==> src/design/sds_pkg.sv <==
`timescale 1ns / 1ps
`default_nettype none

package sds_pkg;

    localparam int STEPS_W         = 24;
    localparam int DUR_W           = 32;
    localparam int COIL_W          = 4;
    localparam int NUM_W           = DUR_W + 2;
    localparam int STEP_BITS_DEF   = 24;
    localparam int PERIOD_BITS_DEF = 32;

    typedef enum logic [1:0] {
        OP_TICK = 2'd0,
        OP_MOVE = 2'd1,
        OP_STOP = 2'd2,
        OP_NONE = 2'd3
    } op_t;

    typedef struct packed {
        logic load;
        logic div_start;
        logic div_right;
        logic take_left;
        logic take_right;
        logic apply;
        logic emit;
    } sds_cmd_t;

    typedef struct packed {
        logic is_move;
        logic div_done;
        logic out_free;
    } sds_sts_t;

endpackage

`default_nettype wire

==> src/design/sds_div.sv <==
`timescale 1ns / 1ps
`default_nettype none

module sds_div
    import sds_pkg::*;
#(
    parameter int DEN_W = STEP_BITS_DEF + 1
)
(
    input  wire logic             clk,
    input  wire logic             rst_n,
    input  wire logic             start,
    input  wire logic [NUM_W-1:0] num,
    input  wire logic [DEN_W-1:0] den,
    output logic                  done,
    output logic [NUM_W-1:0]      quot
);

    localparam int CNT_W = $clog2(NUM_W + 1);

    logic [CNT_W-1:0] cnt_reg;
    logic [CNT_W-1:0] cnt_next;
    logic             done_reg;
    logic             done_next;
    logic [NUM_W-1:0] num_reg;
    logic [NUM_W-1:0] num_next;
    logic [DEN_W-1:0] rem_reg;
    logic [DEN_W-1:0] rem_next;
    logic [DEN_W-1:0] den_reg;
    logic [DEN_W-1:0] den_next;
    logic [DEN_W:0]   shifted;
    logic [DEN_W:0]   den_ext;
    logic [DEN_W:0]   diff;
    logic             ge;

    assign shifted = {rem_reg, num_reg[NUM_W-1]};
    assign den_ext = {1'b0, den_reg};
    assign ge      = shifted >= den_ext;
    assign diff    = shifted - den_ext;

    always_comb
    begin
        cnt_next  = cnt_reg;
        done_next = 1'b0;
        num_next  = num_reg;
        rem_next  = rem_reg;
        den_next  = den_reg;
        if (start)
        begin
            cnt_next = CNT_W'(NUM_W);
            num_next = num;
            rem_next = '0;
            den_next = den;
        end
        else if (cnt_reg != '0)
        begin
            cnt_next  = cnt_reg - 1'b1;
            done_next = (cnt_reg == CNT_W'(1));
            num_next  = {num_reg[NUM_W-2:0], ge};
            rem_next  = ge ? diff[DEN_W-1:0] : shifted[DEN_W-1:0];
        end
    end

    always_ff @(posedge clk or negedge rst_n)
    begin
        if (!rst_n)
        begin
            cnt_reg  <= '0;
            done_reg <= 1'b0;
        end
        else
        begin
            cnt_reg  <= cnt_next;
            done_reg <= done_next;
        end
    end

    always_ff @(posedge clk)
    begin
        num_reg <= num_next;
        rem_reg <= rem_next;
        den_reg <= den_next;
    end

    assign done = done_reg;
    assign quot = num_reg;

endmodule

`default_nettype wire

==> src/design/sds_motor.sv <==
`timescale 1ns / 1ps
`default_nettype none

module sds_motor
    import sds_pkg::*;
#(
    parameter int STEP_BITS   = STEP_BITS_DEF,
    parameter int PERIOD_BITS = PERIOD_BITS_DEF
)
(
    input  wire logic                      clk,
    input  wire logic                      rst_n,
    input  wire logic                      apply,
    input  wire op_t                       op,
    input  wire logic signed [STEPS_W-1:0] steps,
    input  wire logic                      invert,
    input  wire logic [PERIOD_BITS-1:0]    period_in,
    output logic [STEP_BITS-1:0]           mag,
    output logic [COIL_W-1:0]              coils,
    output logic                           busy
);

    localparam int PHASE_W = 3;
    localparam logic [COIL_W-1:0] HALF_STEP [0:7] =
        '{4'd8, 4'd12, 4'd4, 4'd6, 4'd2, 4'd3, 4'd1, 4'd9};

    typedef enum logic [1:0] {
        DIR_STOP = 2'd0,
        DIR_FWD  = 2'd1,
        DIR_REV  = 2'd3
    } dir_t;

    logic [PHASE_W-1:0]     phase_reg;
    logic [PHASE_W-1:0]     phase_next;
    dir_t                   dir_reg;
    dir_t                   dir_next;
    logic [STEP_BITS-1:0]   count_reg;
    logic [STEP_BITS-1:0]   count_next;
    logic [STEP_BITS-1:0]   target_reg;
    logic [STEP_BITS-1:0]   target_next;
    logic [PERIOD_BITS-1:0] period_reg;
    logic [PERIOD_BITS-1:0] period_next;
    logic [PERIOD_BITS-1:0] elapsed_reg;
    logic [PERIOD_BITS-1:0] elapsed_next;
    logic [PERIOD_BITS-1:0] elapsed_inc;
    logic [COIL_W-1:0]      drive_reg;
    logic [COIL_W-1:0]      drive_next;
    logic [STEPS_W-1:0]     steps_u;
    logic [STEPS_W-1:0]     mag_full;
    logic                   neg;
    logic                   fwd;

    assign steps_u  = steps;
    assign neg      = steps_u[STEPS_W-1];
    assign mag_full = neg ? (~steps_u + 1'b1) : steps_u;
    assign fwd      = (!neg) ^ invert;

    generate
        if (STEP_BITS >= STEPS_W)
        begin : g_wide
            assign mag = STEP_BITS'(mag_full);
        end
        else
        begin : g_sat
            assign mag = (|mag_full[STEPS_W-1:STEP_BITS]) ? '1 : mag_full[STEP_BITS-1:0];
        end
    endgenerate

    assign elapsed_inc = elapsed_reg + 1'b1;

    always_comb
    begin
        phase_next   = phase_reg;
        dir_next     = dir_reg;
        count_next   = count_reg;
        target_next  = target_reg;
        period_next  = period_reg;
        elapsed_next = elapsed_reg;
        drive_next   = drive_reg;
        if (apply)
        begin
            case (op)
                OP_TICK:
                begin
                    if (dir_reg != DIR_STOP)
                    begin
                        if (elapsed_inc < period_reg)
                        begin
                            elapsed_next = elapsed_inc;
                        end
                        else
                        begin
                            elapsed_next = '0;
                            if (count_reg >= target_reg)
                            begin
                                dir_next   = DIR_STOP;
                                drive_next = '0;
                            end
                            else
                            begin
                                count_next = count_reg + 1'b1;
                                drive_next = HALF_STEP[phase_reg];
                                phase_next = (dir_reg == DIR_FWD) ? phase_reg + 1'b1
                                                                  : phase_reg - 1'b1;
                            end
                        end
                    end
                end
                OP_MOVE:
                begin
                    if (steps_u == '0)
                    begin
                        dir_next     = DIR_STOP;
                        drive_next   = '0;
                        count_next   = '0;
                        elapsed_next = '0;
                    end
                    else
                    begin
                        period_next  = period_in;
                        target_next  = mag;
                        count_next   = '0;
                        elapsed_next = '0;
                        dir_next     = fwd ? DIR_FWD : DIR_REV;
                    end
                end
                OP_STOP:
                begin
                    dir_next     = DIR_STOP;
                    drive_next   = '0;
                    count_next   = '0;
                    elapsed_next = '0;
                end
                default:
                begin
                end
            endcase
        end
    end

    always_ff @(posedge clk or negedge rst_n)
    begin
        if (!rst_n)
        begin
            phase_reg   <= '0;
            dir_reg     <= DIR_STOP;
            count_reg   <= '0;
            target_reg  <= '0;
            period_reg  <= PERIOD_BITS'(1);
            elapsed_reg <= '0;
            drive_reg   <= '0;
        end
        else
        begin
            phase_reg   <= phase_next;
            dir_reg     <= dir_next;
            count_reg   <= count_next;
            target_reg  <= target_next;
            period_reg  <= period_next;
            elapsed_reg <= elapsed_next;
            drive_reg   <= drive_next;
        end
    end

    assign coils = drive_reg;
    assign busy  = (dir_reg != DIR_STOP);

endmodule

`default_nettype wire

==> src/design/sds_dpath.sv <==
`timescale 1ns / 1ps
`default_nettype none

module sds_dpath
    import sds_pkg::*;
#(
    parameter int STEP_BITS   = STEP_BITS_DEF,
    parameter int PERIOD_BITS = PERIOD_BITS_DEF
)
(
    input  wire logic                      clk,
    input  wire logic                      rst_n,
    input  wire sds_cmd_t                  cmd,
    output sds_sts_t                       sts,
    input  wire logic [1:0]                op,
    input  wire logic signed [STEPS_W-1:0] left_steps,
    input  wire logic signed [STEPS_W-1:0] right_steps,
    input  wire logic [DUR_W-1:0]          duration_us,
    input  wire logic                      cfg_valid,
    input  wire logic                      cfg_data,
    output logic                           out_valid,
    input  wire logic                      out_stall,
    output logic [COIL_W-1:0]              left_coils,
    output logic [COIL_W-1:0]              right_coils,
    output logic                           left_busy,
    output logic                           right_busy,
    output logic                           moving
);

    localparam int DEN_W = STEP_BITS + 1;

    op_t                        op_reg;
    logic signed [STEPS_W-1:0]  lsteps_reg;
    logic signed [STEPS_W-1:0]  rsteps_reg;
    logic [DUR_W-1:0]           dur_reg;
    logic                       rev_reg;
    logic [PERIOD_BITS-1:0]     lper_reg;
    logic [PERIOD_BITS-1:0]     rper_reg;
    logic [PERIOD_BITS-1:0]     q_sat;
    logic [STEP_BITS-1:0]       lmag;
    logic [STEP_BITS-1:0]       rmag;
    logic [STEP_BITS-1:0]       mag_sel;
    logic [NUM_W-1:0]           div_num;
    logic [DEN_W-1:0]           div_den;
    logic [NUM_W-1:0]           quot;
    logic                       div_done;
    logic [COIL_W-1:0]          lcoils;
    logic [COIL_W-1:0]          rcoils;
    logic                       lbusy;
    logic                       rbusy;
    logic                       out_valid_reg;
    logic [COIL_W-1:0]          lcoils_reg;
    logic [COIL_W-1:0]          rcoils_reg;
    logic                       lbusy_reg;
    logic                       rbusy_reg;

    // hold the word until the sequence is done
    always_ff @(posedge clk)
    begin
        if (cmd.load)
        begin
            op_reg     <= op_t'(op);
            lsteps_reg <= left_steps;
            rsteps_reg <= right_steps;
            dur_reg    <= duration_us;
        end
        if (cmd.take_left)
        begin
            lper_reg <= q_sat;
        end
        if (cmd.take_right)
        begin
            rper_reg <= q_sat;
        end
        if (cmd.emit)
        begin
            lcoils_reg <= lcoils;
            rcoils_reg <= rcoils;
            lbusy_reg  <= lbusy;
            rbusy_reg  <= rbusy;
        end
    end

    always_ff @(posedge clk or negedge rst_n)
    begin
        if (!rst_n)
        begin
            rev_reg       <= 1'b1;
            out_valid_reg <= 1'b0;
        end
        else
        begin
            if (cfg_valid)
            begin
                rev_reg <= cfg_data;
            end
            if (cmd.emit)
            begin
                out_valid_reg <= 1'b1;
            end
            else if (!out_stall)
            begin
                out_valid_reg <= 1'b0;
            end
        end
    end

    // period = (2*duration + s) / (2*s), rounded to nearest
    assign mag_sel = cmd.div_right ? rmag : lmag;
    assign div_num = {1'b0, dur_reg, 1'b0} + NUM_W'(mag_sel);
    assign div_den = {mag_sel, 1'b0};

    always_comb
    begin
        if (|quot[NUM_W-1:PERIOD_BITS])
        begin
            q_sat = '1;
        end
        else if (quot == '0)
        begin
            q_sat = PERIOD_BITS'(1);
        end
        else
        begin
            q_sat = quot[PERIOD_BITS-1:0];
        end
    end

    sds_div #(
        .DEN_W (DEN_W)
    ) u_div (
        .clk   (clk),
        .rst_n (rst_n),
        .start (cmd.div_start),
        .num   (div_num),
        .den   (div_den),
        .done  (div_done),
        .quot  (quot)
    );

    sds_motor #(
        .STEP_BITS   (STEP_BITS),
        .PERIOD_BITS (PERIOD_BITS)
    ) u_left (
        .clk       (clk),
        .rst_n     (rst_n),
        .apply     (cmd.apply),
        .op        (op_reg),
        .steps     (lsteps_reg),
        .invert    (1'b0),
        .period_in (lper_reg),
        .mag       (lmag),
        .coils     (lcoils),
        .busy      (lbusy)
    );

    sds_motor #(
        .STEP_BITS   (STEP_BITS),
        .PERIOD_BITS (PERIOD_BITS)
    ) u_right (
        .clk       (clk),
        .rst_n     (rst_n),
        .apply     (cmd.apply),
        .op        (op_reg),
        .steps     (rsteps_reg),
        .invert    (rev_reg),
        .period_in (rper_reg),
        .mag       (rmag),
        .coils     (rcoils),
        .busy      (rbusy)
    );

    assign sts.is_move  = (op_reg == OP_MOVE);
    assign sts.div_done = div_done;
    assign sts.out_free = !out_valid_reg || !out_stall;

    assign out_valid   = out_valid_reg;
    assign left_coils  = lcoils_reg;
    assign right_coils = rcoils_reg;
    assign left_busy   = lbusy_reg;
    assign right_busy  = rbusy_reg;
    assign moving      = lbusy_reg | rbusy_reg;

endmodule

`default_nettype wire

==> src/design/sds_ctrl.sv <==
`timescale 1ns / 1ps
`default_nettype none

module sds_ctrl
    import sds_pkg::*;
(
    input  wire logic     clk,
    input  wire logic     rst_n,
    input  wire logic     in_valid,
    output logic          ready,
    input  wire sds_sts_t sts,
    output sds_cmd_t      cmd
);

    typedef enum logic [5:0] {
        ST_IDLE     = 6'b000001,
        ST_DISPATCH = 6'b000010,
        ST_DIV_L    = 6'b000100,
        ST_DIV_R    = 6'b001000,
        ST_APPLY    = 6'b010000,
        ST_EMIT     = 6'b100000
    } state_t;

    state_t state_reg;
    state_t state_next;

    always_comb
    begin
        state_next = state_reg;
        cmd        = '0;
        ready      = 1'b0;
        case (state_reg)
            ST_IDLE:
            begin
                ready = 1'b1;
                if (in_valid)
                begin
                    cmd.load   = 1'b1;
                    state_next = ST_DISPATCH;
                end
            end
            ST_DISPATCH:
            begin
                if (sts.is_move)
                begin
                    cmd.div_start = 1'b1;
                    state_next    = ST_DIV_L;
                end
                else
                begin
                    state_next = ST_APPLY;
                end
            end
            ST_DIV_L:
            begin
                if (sts.div_done)
                begin
                    cmd.take_left = 1'b1;
                    cmd.div_start = 1'b1;
                    cmd.div_right = 1'b1;
                    state_next    = ST_DIV_R;
                end
            end
            ST_DIV_R:
            begin
                if (sts.div_done)
                begin
                    cmd.take_right = 1'b1;
                    state_next     = ST_APPLY;
                end
            end
            ST_APPLY:
            begin
                cmd.apply  = 1'b1;
                state_next = ST_EMIT;
            end
            ST_EMIT:
            begin
                if (sts.out_free)
                begin
                    cmd.emit   = 1'b1;
                    state_next = ST_IDLE;
                end
            end
            default:
            begin
                state_next = ST_IDLE;
            end
        endcase
    end

    always_ff @(posedge clk or negedge rst_n)
    begin
        if (!rst_n)
        begin
            state_reg <= ST_IDLE;
        end
        else
        begin
            state_reg <= state_next;
        end
    end

endmodule

`default_nettype wire

==> src/design/dual_stepper_timed_half_step_driver.sv <==
// Two-motor half-step stepper driver with timed moves.
// Input channel (in_valid/in_stall) takes one word per item: op selects a
// one-microsecond tick, a move command, a stop or no action; a move carries signed
// step counts per motor and the move duration in microseconds.
// Output channel (out_valid/out_stall) returns one word per item with the
// coil drive bits and busy flags as they stand after that item.
// Configuration channel (cfg_valid/cfg_ready, always ready) writes
// right_reverse; write it only while no item is in flight.
// Sequence: tick, stop and unused op go through dispatch, apply and emit
// after acceptance; a move also runs the radix-2 divider that works out
// the step interval, once per motor, one motor after the other, before
// apply. One item is handled at a time; the next is taken the cycle
// after the previous result is registered.
// Reset clears both motors (coils off, stopped) and sets right_reverse.
// A stalled result holds in the output register; the next item may still
// be accepted and worked on, and waits for the slot before it is shown.
`timescale 1ns / 1ps
`default_nettype none

module dual_stepper_timed_half_step_driver
    import sds_pkg::*;
#(
    parameter int STEP_BITS   = STEP_BITS_DEF,
    parameter int PERIOD_BITS = PERIOD_BITS_DEF
)
(
    input  wire logic                      clk,
    input  wire logic                      rst_n,
    input  wire logic                      in_valid,
    output logic                           in_stall,
    input  wire logic [1:0]                op,
    input  wire logic signed [STEPS_W-1:0] left_steps,
    input  wire logic signed [STEPS_W-1:0] right_steps,
    input  wire logic [DUR_W-1:0]          duration_us,
    output logic                           out_valid,
    input  wire logic                      out_stall,
    output logic [COIL_W-1:0]              left_coils,
    output logic [COIL_W-1:0]              right_coils,
    output logic                           left_busy,
    output logic                           right_busy,
    output logic                           moving,
    input  wire logic                      cfg_valid,
    output logic                           cfg_ready,
    input  wire logic                      cfg_data
);

    sds_cmd_t cmd;
    sds_sts_t sts;
    logic     ready;

    assign in_stall  = ~ready;
    assign cfg_ready = 1'b1;

    sds_ctrl u_ctrl (
        .clk      (clk),
        .rst_n    (rst_n),
        .in_valid (in_valid),
        .ready    (ready),
        .sts      (sts),
        .cmd      (cmd)
    );

    sds_dpath #(
        .STEP_BITS   (STEP_BITS),
        .PERIOD_BITS (PERIOD_BITS)
    ) u_dpath (
        .clk         (clk),
        .rst_n       (rst_n),
        .cmd         (cmd),
        .sts         (sts),
        .op          (op),
        .left_steps  (left_steps),
        .right_steps (right_steps),
        .duration_us (duration_us),
        .cfg_valid   (cfg_valid),
        .cfg_data    (cfg_data),
        .out_valid   (out_valid),
        .out_stall   (out_stall),
        .left_coils  (left_coils),
        .right_coils (right_coils),
        .left_busy   (left_busy),
        .right_busy  (right_busy),
        .moving      (moving)
    );

endmodule

`default_nettype wire

==> config.mk <==
export PLATFORM = sky130hd
export DESIGN_NAME = dual_stepper_timed_half_step_driver
export DESIGN_NICKNAME = d
export VERILOG_FILES = /design/src/design/sds_pkg.sv /design/src/design/sds_div.sv /design/src/design/sds_motor.sv /design/src/design/sds_dpath.sv /design/src/design/sds_ctrl.sv /design/src/design/dual_stepper_timed_half_step_driver.sv
export SDC_FILE = /design/constraint.sdc
export NUM_CORES = 1
export LEC_CHECK = 0
export BUFFER_PORTS_ARGS = -buffer_cell sky130_fd_sc_hd__buf_2
export CORE_ASPECT_RATIO = 0.6
export CORE_MARGIN = 2
export CORE_UTILIZATION = 52
export CTS_CLUSTER_SIZE = 12
export DETAILED_ROUTE_END_ITERATION = 6
export GPL_ROUTABILITY_DRIVEN = 0
export PLACE_DENSITY_LB_ADDON = 0.15
export SYNTH_ARGS = -nofsm -noshare
export SYNTH_HDL_FRONTEND = slang
export SYNTH_SLANG_ARGS = --single-unit
==> constraint.sdc <==
create_clock -name clk -period 15.55 [get_ports clk]
set_clock_uncertainty 0.2 [all_clocks]
set_input_delay 3.8875 -clock clk [delete_from_list [all_inputs] [get_ports clk]]
set_output_delay 3.8875 -clock clk [all_outputs]
set_load 0.05 [all_outputs]
==> flow_metrics.tcl <==
set metrics [dict create \
    path_buf_inv 1 \
    critPathLaunchType "register" \
    hold_violations 0 \
    antenna_found_initial 6 \
    clkTransAtPathRegs_ns 0.06 \
    hold_buffers 0 \
    start_util 0.525 \
    cts_root_buf "clkbuf_16" \
    status "finished clean" \
    crit_path_cell_trace "nor4b_1, nand2_1, buf_2" \
    p_per_area_mw_per_mm2 161 \
    max-cap-violations 0 \
    path_delay_family "simple AND/OR/NAND/NOR gates" \
    ir_drop_v 0.000111 \
    cts_buffers 50 \
    leakage_nw 12.8 \
    final_cell_mix "349 x nand2_1, 253 x dfrtp_1, 248 x o21ai_0" \
    fillerInstances 4367 \
    drive_gt1_frac 0.0837 \
    seqPwrFrac 0.408 \
    largest_register_ffs 34 \
    clk_latency_ns 0.61 \
    synth_edf_count 214 \
    combPwrFrac 0.348 \
    critPathMaxFanout 7 \
    cts_tree "done" \
    ys_seq_area_frac 0.499 \
    dpl.hpwl_um 51300 \
    synth_cells 2718 \
    slowest_delay_ns 0.59 \
    yosysWarnings 0 \
    drc 0 \
    layoutNonFillerInstCount 3539 \
    grt_pass1_wl_um 112000 \
    p_clk_frac 0.245 \
    grt_pass1_vias 19700 \
    wl_per_cell_um 19.8 \
    die-area_mm2 0.0534 \
    ant_nets 0 \
    die_x_um 297 \
    swShare 0.375 \
    required_ns 11.46 \
    synth_cell_types 80 \
    viasPerCell 5.87 \
    worst_slack_ns 9.41 \
    fin_util 0.580 \
    totalWireLength_um 70200 \
    clock.fmax_mhz 163 \
    track_usage 0.263 \
    drt-initial-drc-count 2142 \
    syn_area_mm2 0.0268 \
    fin_crit_ns 6.14 \
    p_int_w 0.00297 \
    worstSetupPathType "register to primary output" \
    portBuffers 100 \
    num_vias 20800 \
    synth_nets 2978 \
    overflow 0 \
    pre_cts_ws_ns 9.92 \
    grt_max_degree 173 \
    fin_crit_sh 0.395 \
    synth_ff_type "dfrtp_1" \
    final_common_cell "nand2_1" \
    switching_power_w 0.00178 \
    postCtsSetupBuffers 0 \
    first_pass_iters 6 \
    htreeDepth 2 \
    fp-row-count 64 \
    slew-limit-headroom 0.214 \
    place_inst 3442 \
    setup_tns_ns 0 \
    critPathArrivalTime_ns 2.05 \
    post_cts_resized 0 \
    synthArstFlopShare 0.518 \
    pin_count 102 \
    setup_viol 0 \
    slowest_stage "dfstp_2" \
    maxSlewViolCount 0 \
    hold_class "register to register" \
    clockBufferDepth 3 \
    rsz0062_at_grt "no" \
    fp.dieH_um 180 \
    area_growth_syn_to_layout_pct 10.4 \
    clock_sinks 496 \
    synth_seq_cells 496 \
    core_mm2 0.0509 \
    cp-end-kind "primary output" \
    fin_nets 3061 \
    worst_pin_slew_ns 1.18 \
    avgSynthCellArea_um2 9.85 \
]
cells by family (layout without fill, tap and decap cells):
group	after synthesis	count (layout)	share of synthesized area
simple gates	925	925	0.165
compound gates	627	627	0.141
flops	496	496	0.499
buf+inv	289	413	0.0416
fa+ha+maj	172	172	0.0815
xor+xnor	157	157	0.0514
mux	51	51	0.0198
other cells	1	5	0.000140
Yosys cell counts, types with 9 or more instances:
library cell,number,area share
or2_2,12,0.0028
nor3_1,33,0.0062
a211oi_1,16,0.0045
nor2b_1,20,0.0047
xnor2_1,67,0.022
mux2i_1,39,0.015
nand2b_1,40,0.0094
nor2_1,183,0.026
nand3_1,76,0.014
o31ai_1,37,0.010
o211ai_1,12,0.0034
xor2_1,90,0.029
o21ai_0,249,0.047
and3_1,25,0.0058
or3_1,44,0.010
a21oi_1,149,0.028
nor4_1,25,0.0058
and2_1,24,0.0056
nand2_1,349,0.049
dfxtp_1,25,0.019
nand4_1,50,0.012
a21o_1,60,0.017
or4_1,17,0.0048
ha_1,168,0.079
o21a_1,9,0.0025
inv_1,195,0.027
clkbuf_1,86,0.012
dfrtp_1,253,0.24
and4_1,10,0.0033
o41ai_1,9,0.0029
mux2_2,11,0.0046
edfxtp_1,214,0.24
a31oi_1,16,0.0037
metrics by stage:
| stage | cell area (µm²) | total power [W] | hold slack [ns] |
|---|---|---|---|
| floorplan | 26800 | 0.00304 | 0.225 |
| global placement | 28000 | 0.00350 | 0.233 |
| detailed placement | 28000 | 0.00356 | 0.235 |
| CTS | 29500 | 0.00474 | 0.249 |
| global route | 29500 | 0.00504 | 0.254 |
| finish | 29500 | 0.00475 | 0.248 |
worst paths after layout:
| check | startpoint | endpoint | slack [ns] | cells past startpoint |
|---|---|---|---|---|
| setup reg to reg | u_dpath.lsteps_reg[5]$_DFFE_PP_ | u_dpath.u_div.quot[30]$_DFFE_PP_ | 9.77 | 16 |
| hold reg to reg | u_dpath.u_right.coils[1]$_DFFE_PN0P_ | u_dpath.right_coils[1]$_DFFE_PP_ | 0.25 | 0 |
| setup / recovery | u_ctrl.state_reg[0]$_DFFE_PN1P_ | in_stall | 9.41 | 3 |
| max in group asynchronous | rst_n | u_dpath.u_left.coils[2]$_DFFE_PN0P_ | 10.64 | 2 |
| hold / removal | u_dpath.u_right.coils[1]$_DFFE_PN0P_ | u_dpath.right_coils[1]$_DFFE_PP_ | 0.25 | 0 |
| min in group asynchronous | rst_n | u_dpath.u_div.cnt_reg[1]$_DFFE_PN0P_ | 3.04 | 1 |
layout make-up:
| cell class | count | area (µm²) | area share |
|---|---|---|---|
| Antenna cell | 4 | 10.0 | 0.000339 |
| Clock buffer | 81 | 1400 | 0.0473 |
| Clock inverter | 12 | 126 | 0.00428 |
| Inverter | 195 | 732 | 0.0248 |
| Multi-Input combinational cell | 1933 | 12300 | 0.418 |
| Sequential cell | 496 | 13400 | 0.452 |
| Tap cell | 693 | 867 | 0.0294 |
| Timing Repair Buffer | 125 | 711 | 0.0241 |
worst reg2reg max path, cell delays in order (launching register included):
cell	delay (ns)
edfxtp_1	0.42
nor4_2	0.32
nand3_1	0.14
or4_1	0.47
or4_1	0.45
or4_1	0.53
o31ai_1	0.28
xor2_1	0.21
mux2i_1	0.16
ha_1	0.45
a21o_1	0.24
a21oi_1	0.18
o21ai_0	0.20
a221oi_1	0.84
nor4_1	0.15
xnor2_1	0.16
o21ai_0	0.09
power by group through the flow:
stage          combinational [W]  sequential [W]  clock (W)
6_report                 0.00165         0.00193    0.00116
5_1_grt                  0.00183         0.00197    0.00124
4_1_cts                  0.00163         0.00193    0.00118
3_5_place_dp             0.00161         0.00195          0
3_3_place_gp             0.00156         0.00194          0
2_1_floorplan            0.00117         0.00186          0
routing by layer:
metal  global-route usage  wire length (µm)
met5                    0                15
met3               0.0481              5840
met4               0.0592              1310
met1                0.430             35300
met2                0.356             27700
(Power assumes the default switching activity.)
